===== src/rtl/tde_pkg.sv =====
`timescale 1ns / 1ps
// Shared constants, types and arithmetic helpers for the tracker dropout
// extrapolator. No dependencies.
package tde_pkg;

  localparam int NUM_TRACKERS = 5;
  localparam int COORD_W      = 32;
  localparam int TRK_W        = 3;
  localparam int CNT_W        = 8;
  localparam int FILL_W       = 2;
  localparam int HIST_DEPTH   = 2;
  localparam int ADDR_W       = (NUM_TRACKERS > 1) ? $clog2(NUM_TRACKERS) : 1;
  localparam int STEP_W       = CNT_W + 1;
  localparam int DIFF_W       = COORD_W + 1;
  localparam int PROD_W       = DIFF_W + STEP_W + 1;
  localparam int SUM_W        = PROD_W + 1;

  localparam logic [FILL_W-1:0] FILL_FULL = FILL_W'(HIST_DEPTH);

  typedef logic signed [COORD_W-1:0] coord_t;
  typedef logic signed [DIFF_W-1:0]  diff_t;
  typedef logic signed [PROD_W-1:0]  prod_t;

  localparam coord_t COORD_MAX = {1'b0, {(COORD_W-1){1'b1}}};
  localparam coord_t COORD_MIN = {1'b1, {(COORD_W-1){1'b0}}};

  typedef struct packed {
    coord_t x;
    coord_t y;
    coord_t z;
  } vec_t;

  typedef struct packed {
    diff_t x;
    diff_t y;
    diff_t z;
  } dvec_t;

  typedef struct packed {
    prod_t x;
    prod_t y;
    prod_t z;
  } pvec_t;

  // per-tracker state word held in RAM
  typedef struct packed {
    vec_t              newest;
    vec_t              older;
    logic [FILL_W-1:0] fill;
    logic [CNT_W-1:0]  lost;
  } trk_state_t;

  localparam int STATE_W = $bits(trk_state_t);

  // update stage -> arithmetic stage
  typedef struct packed {
    logic [TRK_W-1:0]  tracker;
    logic              valid_pose;
    logic              extrap;
    vec_t              base;
    dvec_t             diff;
    logic [STEP_W-1:0] steps;
  } ext_req_t;

  function automatic diff_t coord_diff(input coord_t a, input coord_t b);
    return {a[COORD_W-1], a} - {b[COORD_W-1], b};
  endfunction

  function automatic coord_t sat_add(input coord_t base, input prod_t p);
    logic [SUM_W-1:0]     sum;
    logic [SUM_W-COORD_W:0] hi;
    coord_t               res;
    sum = {{(SUM_W-COORD_W){base[COORD_W-1]}}, base} + {p[PROD_W-1], p};
    hi  = sum[SUM_W-1:COORD_W-1];
    if ((&hi) || (~|hi)) begin
      res = sum[COORD_W-1:0];
    end else if (sum[SUM_W-1]) begin
      res = COORD_MIN;
    end else begin
      res = COORD_MAX;
    end
    return res;
  endfunction

endpackage


===== src/rtl/tde_ifs.sv =====
`timescale 1ns / 1ps
// Valid/ready channel interfaces: sample input, result output, config write.
// Depends on tde_pkg.
interface tde_in_if;
  logic                         valid;
  logic                         ready;
  logic [tde_pkg::TRK_W-1:0]    tracker_id;
  logic                         measured_ok;
  logic [tde_pkg::COORD_W-1:0]  meas_x;
  logic [tde_pkg::COORD_W-1:0]  meas_y;
  logic [tde_pkg::COORD_W-1:0]  meas_z;

  modport source (output valid, tracker_id, measured_ok, meas_x, meas_y, meas_z,
                  input ready);
  modport sink   (input valid, tracker_id, measured_ok, meas_x, meas_y, meas_z,
                  output ready);
endinterface

interface tde_out_if;
  logic                         valid;
  logic                         ready;
  logic [tde_pkg::TRK_W-1:0]    out_tracker;
  logic                         valid_pose;
  logic                         extrapolated;
  logic [tde_pkg::COORD_W-1:0]  rep_x;
  logic [tde_pkg::COORD_W-1:0]  rep_y;
  logic [tde_pkg::COORD_W-1:0]  rep_z;

  modport source (output valid, out_tracker, valid_pose, extrapolated, rep_x, rep_y,
                  rep_z, input ready);
  modport sink   (input valid, out_tracker, valid_pose, extrapolated, rep_x, rep_y,
                  rep_z, output ready);
endinterface

interface tde_cfg_if;
  logic                       valid;
  logic                       ready;
  logic [tde_pkg::CNT_W-1:0]  max_dropout_frames;

  modport source (output valid, max_dropout_frames, input ready);
  modport sink   (input valid, max_dropout_frames, output ready);
endinterface


===== src/rtl/tde_ram.sv =====
`timescale 1ns / 1ps
// Generic single-write, single-read RAM with registered read data.
// No dependencies.
module tde_ram #(
  parameter int WIDTH = 8,
  parameter int DEPTH = 2,
  localparam int AW = (DEPTH > 1) ? $clog2(DEPTH) : 1
) (
  input  logic             clk,
  input  logic             we,
  input  logic [AW-1:0]    waddr,
  input  logic [WIDTH-1:0] wdata,
  input  logic             re,
  input  logic [AW-1:0]    raddr,
  output logic [WIDTH-1:0] rdata
);

  logic [WIDTH-1:0] mem_r [DEPTH];
  logic [WIDTH-1:0] rdata_r;

  always_ff @(posedge clk) begin
    if (we) begin
      mem_r[waddr] <= wdata;
    end
    if (re) begin
      rdata_r <= mem_r[raddr];
    end
  end

  assign rdata = rdata_r;

endmodule


===== src/rtl/tde_update.sv =====
`timescale 1ns / 1ps
// Per-tracker state read-modify-write: state RAM, entry valid bits, write bypass.
// Depends on tde_pkg, tde_ifs, tde_ram.
module tde_update (
  input  logic                      clk,
  input  logic                      rst_n,
  tde_in_if.sink                    in_ch,
  input  logic [tde_pkg::CNT_W-1:0] max_dropout,
  input  logic                      req_ready,
  output logic                      req_valid,
  output tde_pkg::ext_req_t         req
);
  import tde_pkg::*;

  logic                    accept;
  logic                    in_range;
  logic [ADDR_W-1:0]       rd_addr;

  logic                    s1_v_r, s1_v_nxt;
  logic [TRK_W-1:0]        s1_id_r;
  logic                    s1_ok_r;
  logic                    s1_inr_r;
  logic                    s1_ent_r;
  vec_t                    s1_meas_r;
  logic [ADDR_W-1:0]       s1_addr;

  logic [NUM_TRACKERS-1:0] ent_vld_r, ent_vld_nxt;

  logic                    byp_v_r;
  logic [ADDR_W-1:0]       byp_addr_r;
  trk_state_t              byp_data_r;

  logic [STATE_W-1:0]      ram_rdata;
  trk_state_t              cur;
  trk_state_t              nxt_state;
  logic                    can_extrap;
  logic                    we;

  assign in_ch.ready = !s1_v_r || req_ready;
  assign accept      = in_ch.valid && in_ch.ready;
  assign in_range    = int'(in_ch.tracker_id) < NUM_TRACKERS;
  assign rd_addr     = in_ch.tracker_id[ADDR_W-1:0];
  assign s1_addr     = s1_id_r[ADDR_W-1:0];
  assign we          = s1_v_r && req_ready && s1_inr_r;
  assign req_valid   = s1_v_r;
  assign s1_v_nxt    = accept || (s1_v_r && !req_ready);

  always_ff @(posedge clk) begin
    if (!rst_n) begin
      s1_v_r    <= 1'b0;
      ent_vld_r <= '0;
      byp_v_r   <= 1'b0;
    end else begin
      s1_v_r    <= s1_v_nxt;
      ent_vld_r <= ent_vld_nxt;
      if (we) begin
        byp_v_r <= 1'b1;
      end
    end
  end

  always_ff @(posedge clk) begin
    if (accept) begin
      s1_id_r   <= in_ch.tracker_id;
      s1_ok_r   <= in_ch.measured_ok;
      s1_inr_r  <= in_range;
      s1_ent_r  <= in_range && ent_vld_r[rd_addr];
      s1_meas_r <= {in_ch.meas_x, in_ch.meas_y, in_ch.meas_z};
    end
    if (we) begin
      byp_addr_r <= s1_addr;
      byp_data_r <= nxt_state;
    end
  end

  always_comb begin
    ent_vld_nxt = ent_vld_r;
    if (we) begin
      ent_vld_nxt[s1_addr] = 1'b1;
    end
  end

  tde_ram #(
    .WIDTH (STATE_W),
    .DEPTH (NUM_TRACKERS)
  ) u_state_ram (
    .clk   (clk),
    .we    (we),
    .waddr (s1_addr),
    .wdata (nxt_state),
    .re    (accept && in_range),
    .raddr (rd_addr),
    .rdata (ram_rdata)
  );

  always_comb begin
    if (byp_v_r && (byp_addr_r == s1_addr)) begin
      cur = byp_data_r;
    end else if (s1_ent_r) begin
      cur = trk_state_t'(ram_rdata);
    end else begin
      cur = '0;
    end

    can_extrap = !s1_ok_r && (max_dropout != '0) && (cur.fill == FILL_FULL) &&
                 (cur.lost < max_dropout);

    nxt_state      = cur;
    req.tracker    = s1_id_r;
    req.valid_pose = 1'b0;
    req.extrap     = 1'b0;
    req.base       = '0;
    req.diff       = '0;
    req.steps      = '0;

    if (s1_inr_r) begin
      if (s1_ok_r) begin
        nxt_state.older  = cur.newest;
        nxt_state.newest = s1_meas_r;
        nxt_state.fill   = (cur.fill == FILL_FULL) ? FILL_FULL : cur.fill + FILL_W'(1);
        nxt_state.lost   = '0;
        req.valid_pose   = 1'b1;
        req.base         = s1_meas_r;
      end else begin
        // shown location is always newest + slope * lost
        req.base   = cur.newest;
        req.diff.x = coord_diff(cur.newest.x, cur.older.x);
        req.diff.y = coord_diff(cur.newest.y, cur.older.y);
        req.diff.z = coord_diff(cur.newest.z, cur.older.z);
        if (can_extrap) begin
          nxt_state.lost = cur.lost + CNT_W'(1);
          req.valid_pose = 1'b1;
          req.extrap     = 1'b1;
          req.steps      = {1'b0, cur.lost} + STEP_W'(1);
        end else begin
          req.steps = {1'b0, cur.lost};
        end
      end
    end
  end

  a_meas_resets: assert property (@(posedge clk) disable iff (!rst_n)
    (we && s1_ok_r) |-> (nxt_state.lost == '0 && nxt_state.newest == s1_meas_r))
    else $error("measured word did not reset dropout state");

  a_lost_keeps_hist: assert property (@(posedge clk) disable iff (!rst_n)
    (we && !s1_ok_r) |-> (nxt_state.newest == cur.newest && nxt_state.older == cur.older))
    else $error("history changed on a lost word");

  a_extrap_steps: assert property (@(posedge clk) disable iff (!rst_n)
    (req_valid && req.extrap) |-> (req.steps != '0 && req.valid_pose))
    else $error("extrapolation with zero steps");

  a_bypass_tracks: assert property (@(posedge clk) disable iff (!rst_n)
    we |=> (byp_v_r && byp_addr_r == $past(s1_addr)))
    else $error("bypass register missed a write");

endmodule


===== src/rtl/tde_extrap.sv =====
`timescale 1ns / 1ps
// Slope multiply stage and saturating add into the output register.
// Depends on tde_pkg, tde_ifs.
module tde_extrap (
  input  logic              clk,
  input  logic              rst_n,
  input  logic              req_valid,
  input  tde_pkg::ext_req_t req,
  output logic              req_ready,
  tde_out_if.source         out_ch
);
  import tde_pkg::*;

  logic             s2_v_r, s2_v_nxt;
  logic [TRK_W-1:0] s2_trk_r;
  logic             s2_vp_r;
  logic             s2_ex_r;
  vec_t             s2_base_r;
  pvec_t            s2_prod_r;
  pvec_t            prod;

  logic             out_v_r, out_v_nxt;
  logic [TRK_W-1:0] out_trk_r;
  logic             out_vp_r;
  logic             out_ex_r;
  vec_t             out_pos_r;
  logic             out_free;

  assign out_free  = !out_v_r || out_ch.ready;
  assign req_ready = !s2_v_r || out_free;
  assign s2_v_nxt  = (req_valid && req_ready) || (s2_v_r && !out_free);
  assign out_v_nxt = (s2_v_r && out_free) || (out_v_r && !out_ch.ready);

  assign prod.x = $signed(req.diff.x) * $signed({1'b0, req.steps});
  assign prod.y = $signed(req.diff.y) * $signed({1'b0, req.steps});
  assign prod.z = $signed(req.diff.z) * $signed({1'b0, req.steps});

  always_ff @(posedge clk) begin
    if (!rst_n) begin
      s2_v_r  <= 1'b0;
      out_v_r <= 1'b0;
    end else begin
      s2_v_r  <= s2_v_nxt;
      out_v_r <= out_v_nxt;
    end
  end

  always_ff @(posedge clk) begin
    if (req_valid && req_ready) begin
      s2_trk_r  <= req.tracker;
      s2_vp_r   <= req.valid_pose;
      s2_ex_r   <= req.extrap;
      s2_base_r <= req.base;
      s2_prod_r <= prod;
    end
    if (s2_v_r && out_free) begin
      out_trk_r   <= s2_trk_r;
      out_vp_r    <= s2_vp_r;
      out_ex_r    <= s2_ex_r;
      out_pos_r.x <= sat_add(s2_base_r.x, s2_prod_r.x);
      out_pos_r.y <= sat_add(s2_base_r.y, s2_prod_r.y);
      out_pos_r.z <= sat_add(s2_base_r.z, s2_prod_r.z);
    end
  end

  assign out_ch.valid        = out_v_r;
  assign out_ch.out_tracker  = out_trk_r;
  assign out_ch.valid_pose   = out_vp_r;
  assign out_ch.extrapolated = out_ex_r;
  assign out_ch.rep_x        = out_pos_r.x;
  assign out_ch.rep_y        = out_pos_r.y;
  assign out_ch.rep_z        = out_pos_r.z;

  a_extrap_valid: assert property (@(posedge clk) disable iff (!rst_n)
    (out_v_r && out_ch.extrapolated) |-> out_ch.valid_pose)
    else $error("extrapolated word without valid pose");

  a_meas_no_slope: assert property (@(posedge clk) disable iff (!rst_n)
    (s2_v_r && s2_vp_r && !s2_ex_r) |-> (s2_prod_r == '0))
    else $error("measured word carries a slope term");

  a_s2_moves: assert property (@(posedge clk) disable iff (!rst_n)
    (s2_v_r && out_free) |=> out_v_r)
    else $error("word lost between product and output stage");

endmodule


===== src/rtl/tracker_dropout_extrapolator.sv =====
`timescale 1ns / 1ps
// Top level of the tracker dropout extrapolator: config register and stage wiring.
// Depends on tde_pkg, tde_ifs, tde_update, tde_extrap.
//
// Takes one sample word per clock and returns one result word per sample, in
// order, through the state read, slope multiply and saturating add into the
// output register. Per-tracker history, history fill and dropout count sit in a
// small RAM with registered read; the entry is written back when its word leaves
// the state-read stage, and a one-entry bypass register serves a word that
// follows for the same tracker, so back-to-back words need no stall. The last
// reported position is rebuilt from the history and dropout count. Entries read
// as zero until first written, so no clearing pass runs after reset. Ready only
// drops when the output register and both internal stages are full.
// max_dropout_frames may be written only while no word is in flight.
module tracker_dropout_extrapolator (
  input  logic       clk,
  input  logic       rst_n,
  tde_in_if.sink     in_ch,
  tde_out_if.source  out_ch,
  tde_cfg_if.sink    cfg_ch
);
  import tde_pkg::*;

  logic [CNT_W-1:0] max_drop_r;
  logic             req_valid;
  logic             req_ready;
  ext_req_t         req;

  assign cfg_ch.ready = 1'b1;

  always_ff @(posedge clk) begin
    if (!rst_n) begin
      max_drop_r <= '0;
    end else if (cfg_ch.valid) begin
      max_drop_r <= cfg_ch.max_dropout_frames;
    end
  end

  tde_update u_update (
    .clk         (clk),
    .rst_n       (rst_n),
    .in_ch       (in_ch),
    .max_dropout (max_drop_r),
    .req_ready   (req_ready),
    .req_valid   (req_valid),
    .req         (req)
  );

  tde_extrap u_extrap (
    .clk       (clk),
    .rst_n     (rst_n),
    .req_valid (req_valid),
    .req       (req),
    .req_ready (req_ready),
    .out_ch    (out_ch)
  );

endmodule


===== src/flat_wrapper.sv =====
// flat-port wrapper written by rule: the top's interface ports become plain ports
module tracker_dropout_extrapolator_flat import tde_pkg::*;
  (clk, rst_n, in_ch_valid, in_ch_tracker_id, in_ch_measured_ok, in_ch_meas_x, in_ch_meas_y, in_ch_meas_z, in_ch_ready, out_ch_valid, out_ch_out_tracker, out_ch_valid_pose, out_ch_extrapolated, out_ch_rep_x, out_ch_rep_y, out_ch_rep_z, out_ch_ready, cfg_ch_valid, cfg_ch_max_dropout_frames, cfg_ch_ready);
  tde_in_if in_ch_i ();
  tde_out_if out_ch_i ();
  tde_cfg_if cfg_ch_i ();
  input  logic clk;
  input  logic rst_n;
  input wire logic [$bits(in_ch_i.valid)-1:0] in_ch_valid;
  input wire logic [$bits(in_ch_i.tracker_id)-1:0] in_ch_tracker_id;
  input wire logic [$bits(in_ch_i.measured_ok)-1:0] in_ch_measured_ok;
  input wire logic [$bits(in_ch_i.meas_x)-1:0] in_ch_meas_x;
  input wire logic [$bits(in_ch_i.meas_y)-1:0] in_ch_meas_y;
  input wire logic [$bits(in_ch_i.meas_z)-1:0] in_ch_meas_z;
  output wire logic [$bits(in_ch_i.ready)-1:0] in_ch_ready;
  output wire logic [$bits(out_ch_i.valid)-1:0] out_ch_valid;
  output wire logic [$bits(out_ch_i.out_tracker)-1:0] out_ch_out_tracker;
  output wire logic [$bits(out_ch_i.valid_pose)-1:0] out_ch_valid_pose;
  output wire logic [$bits(out_ch_i.extrapolated)-1:0] out_ch_extrapolated;
  output wire logic [$bits(out_ch_i.rep_x)-1:0] out_ch_rep_x;
  output wire logic [$bits(out_ch_i.rep_y)-1:0] out_ch_rep_y;
  output wire logic [$bits(out_ch_i.rep_z)-1:0] out_ch_rep_z;
  input wire logic [$bits(out_ch_i.ready)-1:0] out_ch_ready;
  input wire logic [$bits(cfg_ch_i.valid)-1:0] cfg_ch_valid;
  input wire logic [$bits(cfg_ch_i.max_dropout_frames)-1:0] cfg_ch_max_dropout_frames;
  output wire logic [$bits(cfg_ch_i.ready)-1:0] cfg_ch_ready;
  assign in_ch_i.valid = in_ch_valid;
  assign in_ch_i.tracker_id = in_ch_tracker_id;
  assign in_ch_i.measured_ok = in_ch_measured_ok;
  assign in_ch_i.meas_x = in_ch_meas_x;
  assign in_ch_i.meas_y = in_ch_meas_y;
  assign in_ch_i.meas_z = in_ch_meas_z;
  assign in_ch_ready = in_ch_i.ready;
  assign out_ch_valid = out_ch_i.valid;
  assign out_ch_out_tracker = out_ch_i.out_tracker;
  assign out_ch_valid_pose = out_ch_i.valid_pose;
  assign out_ch_extrapolated = out_ch_i.extrapolated;
  assign out_ch_rep_x = out_ch_i.rep_x;
  assign out_ch_rep_y = out_ch_i.rep_y;
  assign out_ch_rep_z = out_ch_i.rep_z;
  assign out_ch_i.ready = out_ch_ready;
  assign cfg_ch_i.valid = cfg_ch_valid;
  assign cfg_ch_i.max_dropout_frames = cfg_ch_max_dropout_frames;
  assign cfg_ch_ready = cfg_ch_i.ready;
  tracker_dropout_extrapolator u_core (.clk(clk), .rst_n(rst_n), .in_ch(in_ch_i), .out_ch(out_ch_i), .cfg_ch(cfg_ch_i));
endmodule

===== config.mk =====
export PLATFORM = sky130hd
export DESIGN_NAME = tracker_dropout_extrapolator_flat
export DESIGN_NICKNAME = d
export VERILOG_FILES = /design/src/rtl/tde_pkg.sv /design/src/rtl/tde_ifs.sv /design/src/rtl/tde_ram.sv /design/src/rtl/tde_update.sv /design/src/rtl/tde_extrap.sv /design/src/rtl/tracker_dropout_extrapolator.sv /design/src/flat_wrapper.sv
export SDC_FILE = /design/constraint.sdc
export NUM_CORES = 2
export LEC_CHECK = 0
export BUFFER_PORTS_ARGS = -buffer_cell sky130_fd_sc_hd__buf_2
export CAP_MARGIN = 20
export CORE_MARGIN = 1.5
export CORE_UTILIZATION = 25
export CTS_BUF_LIST = sky130_fd_sc_hd__clkbuf_4
export CTS_CLUSTER_DIAMETER = 80
export DETAILED_ROUTE_END_ITERATION = 10
export SLEW_MARGIN = 30
export SYNTH_ARGS = -nofsm -noshare
export SYNTH_HDL_FRONTEND = slang
export SYNTH_HIERARCHICAL = 1
export SYNTH_SLANG_ARGS = --single-unit

===== constraint.sdc =====
create_clock -name clk -period 37.3 [get_ports clk]
set_input_delay 5.595 -clock clk [delete_from_list [all_inputs] [get_ports clk]]
set_output_delay 5.595 -clock clk [all_outputs]
set_load 0.1 [all_outputs]

# Word-level counts from Yosys, hierarchy flattened

Memory sizes are Yosys's and may differ from the RTL's. A register that Yosys moved wholly into a read port is not among the register bits.
Cells that the tools add are included.
Widths: inputs -> output; s select.

Add/sub/neg operators: 9
Multipliers: 3
Order comparisons: 5
Eq/ne operators: 2
Mux-type cells: 25
Bitwise gates (word level): 2
Reduce and logical (&&, ||, !) cells: 41

Operators with widths:

| cell                | number |
|---|---|
| $mux 202            | 3 |
| $mux 108            | 2 |
| $mux 194            | 1 |
| $mux 32             | 6 |
| $add 32x43->44      | 3 |
| $mul 33x10->43      | 3 |
| $sub 32x32->33      | 3 |
| $mux 96             | 1 |
| $reduce_and 13->1   | 3 |
| $reduce_or 13->1    | 3 |
| $mux 8              | 2 |
| $logic_and 1x1->1   | 14 |
| $logic_not 1->1     | 10 |
| $add 8x1->9 const B | 1 |
| $logic_or 1x1->1    | 9 |
| $mux 9              | 1 |
| $add 8x1->8 const B | 1 |
| $lt 3x4->1 const B  | 2 |
| $lt 8x8->1          | 1 |
| $reduce_bool 8->1   | 1 |
| $mux 1              | 5 |
| $or 5x5->5          | 1 |
| $mux 2              | 2 |
| $bmux 1 s3          | 1 |
| other kinds (8)     | 8 |

Register bits after elaboration: 655
Bits in writable memories: 1010
Input bits: 113
Output and inout bits: 104
Word-level logic and storage cells: 125
Memories kept: 1

Memory list:

| memory                            | words | width | rd ports | clocked after Yosys merged registers in | write ports | line          | source |
|---|---|---|---|---|---|---|---|
| u_core.u_update.u_state_ram.mem_r | 5     | 202   | 1        | 1                                       | 1           | tde_ram.sv:18 | `logic [WIDTH-1:0] mem_r [DEPTH];` |

# Longest topological paths before layout

Word-level depth: 10
Gate-level depth with buffers: 48
Gate-level depth less buffers: 40

# Cells and area by module

The synthesis kept the hierarchy.

Modules (own cells, without submodules):

| module                       | times used | cells each | area each (um^2) |
|---|---|---|---|
| tde_extrap                   | 1          | 5029       | 48530.3 |
| tde_ram                      | 1          | 2364       | 45351.0 |
| tde_update                   | 1          | 3184       | 25534.5 |
| tracker_dropout_extrapolator | 1          | 27         | 312.8 |

# Worst setup path after synthesis

OpenSTA, ideal clock, no wires.

Path kind: input to register
Start point: input out_ch_ready
End point: memory u_core/u_update/u_state_ram/mem_r[0][0] (netlist bit), enable pin
Setup time: 1.327 ns
Arrival: 30.001 ns
Required time: 35.973 ns
Setup slack: 5.972 ns
Cell stages on the path: 5
Buffers on the path: 0
Cell sequence: nor2b_1 -> nand2_1 -> nand3_1 -> inv_1 -> nor4b_1

Word-level cells in the longest chain between the ends: 6

RTL lines:

| what                            | line                               | source |
|---|---|---|
| start: declaration              | flat_wrapper.sv:23                 | `input wire logic [$bits(out_ch_i.ready)-1:0] out_ch_ready;` |
| $logic_or 1x1->1                | tde_extrap.sv:29                   | `assign out_free = !out_v_r \|\| out_ch.ready;` |
| $logic_or 1x1->1                | tde_extrap.sv:30                   | `assign req_ready = !s2_v_r \|\| out_free;` |
| via u_core.req_ready            | tracker_dropout_extrapolator.sv:26 | `logic req_ready;` |
| $logic_and 1x1->1 (2 in series) | tde_update.sv:44                   | `assign we = s1_v_r && req_ready && s1_inr_r;` |
| via u_core.u_update.we          | tde_update.sv:37                   | `logic we;` |
| $mux 1                          | tde_ram.sv:22                      | `if (we) begin` |
| $mux 1 (not written as such)    | tde_ram.sv:23                      | `mem_r[waddr] <= wdata;` |
| end: declaration                | tde_ram.sv:18                      |  |

The timed path passes the listed nets, and every way through them passes these cells.

==> impl_metrics.tcl <==
set metrics [dict create \
    critPathLaunchType "register" \
    crit_start "u_core/u_update/s1_addr[1]" \
    r2r_end "u_core/u_extrap/s2_prod_r[42]" \
    netlist_area_mm2 0.1197 \
    drive_gt1_share_pct 11.59 \
    finalSetupTns_ps 0 \
    crit_slowest_cell "a2111oi_1" \
    setup_viol 0 \
    cp_top_family "adder cells" \
    die-area_mm2 0.4831 \
    gp_congestion 0.8824 \
    period_needed_ps 12380 \
    wl_per_cell_um 19.19 \
    clock_latency_ps 1590 \
    synth_most_common_cell "edfxtp_1" \
    cts_setup_buffers 0 \
    antenna_found_initial 47 \
    hold_depth 0 \
    synth_top_area_cell "edfxtp_1" \
    ir_drop_mv 0.02422 \
    antenna_left 0 \
    cts_tree "done" \
    htreeDepth 5 \
    async_reset_ff_share_pct 0 \
    path_buf_inv 7 \
    io_buffer_count 215 \
    rsz0062_at_grt "false" \
    syn_nets 11910 \
    drt_iter0_drc 5659 \
    route.detailed.drc 0 \
    hold_buffers 0 \
    worst_pin_slew_ps 1124 \
    worst_slack_ps 24920 \
    ctsResizeCount 0 \
    cpMostUsedCell "fa_1" \
    ys_seq_area_share_pct 46.68 \
    synth_top_area_share_pct 46.40 \
    pin_count 217 \
    num_vias 81080 \
    min_path_type "register to register" \
    critical_path.max_fanout 37 \
    grt_pass1_wl_mm 510.2 \
    core_area_mm2 0.4758 \
    power.leakage_nw 54.59 \
    arrival_ps 13530 \
    r2r-start "u_core/u_update/s1_addr[1]" \
    drv_slew 0 \
    r2r_cells 39 \
    firstDrtPassIters 6 \
    hold_viol 0 \
    powerDensity_mw_per_mm2 36.81 \
    cts_root_buf "clkbuf_4" \
    path_class "register to register" \
    ys_warn_count 6 \
    synthCells 10600 \
    rows 253 \
    track_usage_pct 13.69 \
    start_util_pct 25.16 \
    cts_num_sinks 1867 \
    fin_area_mm2 0.1339 \
    synth_ff_type "edfxtp_1" \
    regToRegSetupSlack_ps 24920 \
    fin_nets 12200 \
    die_w_um 695.0 \
    fillers 49260 \
    skew_ps 204.7 \
    end_kind "register" \
    multi_input_area_mm2 0.05740 \
    fmax_ghz 0.08080 \
    synth_area_per_cell_um2 11.29 \
    grt_max_degree 159 \
    die_h_um 695.0 \
    synthTopCellsByArea "edfxtp_1, fa_1, ha_1" \
    hold-path-endpoint "u_core/u_extrap/out_ch.out_tracker[1]" \
    synth_edf_count 1850 \
    grt_pass1_vias 82210 \
    max_cap_violations 0 \
    place_hpwl_mm 237.0 \
    slew_headroom_pct 25.07 \
    synth.distinct_cells 114 \
    synthTopCellsByCount "edfxtp_1, inv_1, nand2_1" \
    outcome "completed" \
    dp_slack_ps 24840 \
    hold_start "u_core/u_extrap/s2_trk_r[1]" \
    clk_pin_slew_ps 70 \
    required_ps 38450 \
    placed_area_mm2 0.1279 \
    numCtsBuffers 467 \
    min_period_over_period_pct 33.18 \
    syn2layout_area_growth_pct 11.83 \
    drt-total-wl_mm 338.8 \
    seq_area_mm2 0.05589 \
    max_stage_delay_ps 680 \
    overflow 0 \
    ys_ff_latch 1867 \
    max-clock-path-buffers 4 \
    avgViaCountPerCell 4.593 \
]
## per-stage QoR
step           utilization, %  hold WS (ps)  total power [mW]  std cells
2_1_floorplan               -         400.3             2.986      10600
3_3_place_gp            26.87         405.0             3.230      16800
3_5_place_dp            26.87         404.5             3.238      16800
4_1_cts                 28.13         415.7             5.006      17640
5_1_grt                 28.13         425.7             5.176      17640
6_report                28.14         411.4             4.928      17650
## cell type report
class | count | share of cell area, %
multi-input cells | 7048 | 42.87
flip-flops and latches | 1867 | 41.75
well taps | 6375 | 5.958
clock buffers | 629 | 3.527
inverters | 1166 | 3.275
repair buffers | 344 | 1.665
clock inverters | 208 | 0.9261
diodes | 16 | 0.02990
## layer usage
layer	up-vias	track usage (%)	wire length, um
li1	38000	-	-
met1	40420	17.99	149100
met2	2188	22.87	159300
met3	455	1.939	18330
met4	26	4.996	11920
met5	-	0	161
## worst max-delay path by stage
stage                                                   end  slack [ps]  cells past startpoint
CTS                           u_core/u_extrap/s2_prod_r[42]       24810                     39
finish                        u_core/u_extrap/s2_prod_r[42]       24920                     39
global route                  u_core/u_extrap/s2_prod_r[41]       23990                     40
detailed placement            u_core/u_extrap/s2_prod_r[42]       24840                     39
floorplan           u_core/u_update/u_state_ram/mem_r[0][0]        5970                      5
global placement              u_core/u_extrap/s2_prod_r[42]       24580                     39
## worst reg2reg max path: cells and delay by family (launching register included)
kind / cells / cell delay, ps
adders and majority gates: 9 / 3960
AOI/OAI and AO/OA: 13 / 3350
buffers and inverters: 7 / 1880
and+or+nand+nor: 7 / 1670
xor gates and xnor gates: 3 / 640
DFF: 1 / 610
## registers in the layout, indices dropped and copies added, names as in the netlist, 3 cells and up
register,flops
u_core/u_update/u_state_ram/mem_r,1010
u_core/u_update/byp_data_r,202
u_core/u_update/u_state_ram/rdata,202
u_core/u_extrap/s2_prod_r,129
u_core/u_extrap/s2_base_r,96
u_core/u_update/s1_meas_r,96
u_core/u_extrap/out_ch.rep_x,32
u_core/u_extrap/out_ch.rep_y,32
u_core/u_extrap/out_ch.rep_z,32
u_core/max_drop_r,8
u_core/u_update/ent_vld_r,5
u_core/u_extrap/out_ch.out_tracker,3
u_core/u_extrap/s2_trk_r,3
u_core/u_update/byp_addr_r,3
u_core/u_update/s1_addr,3
## cell families (layout without fill, tap and decap cells)
logic type,Yosys count,in the layout,synth area share [%]
other,1,17,0.003132
xor gates and xnor gates,413,413,3.040
buffers and inverters,1689,2347,5.588
muxes,253,253,2.148
AOI/OAI and AO/OA,2157,2157,12.80
DFF,1867,1867,46.68
and+or+nand+nor,2994,2994,12.40
adders and majority gates,1230,1230,17.35
## power by group
part | total, mW | internal, mW | switching (mW)
Sequential | 2.45 | 2.41 | 0.0478
Clock | 1.74 | 0.862 | 0.875
Combinational | 0.736 | 0.227 | 0.510
## cell usage in the layout, fill, tap and decap left out, types with 134 or more instances in the layout
master,instances
inv_1,1165
nand2_1,945
nor2b_1,311
edfxtp_1,1850
and2_1,572
nor2_1,532
clkinv_1,134
a21o_1,232
o21ai_0,344
xnor2_1,240
mux2i_1,237
ha_1,463
buf_2,213
a221oi_2,140
nand3_1,172
a21oi_1,581
a211oi_1,241
xor2_1,170
clkbuf_4,629
fa_1,729
Note: power is estimated with default switching activity, not from simulation.
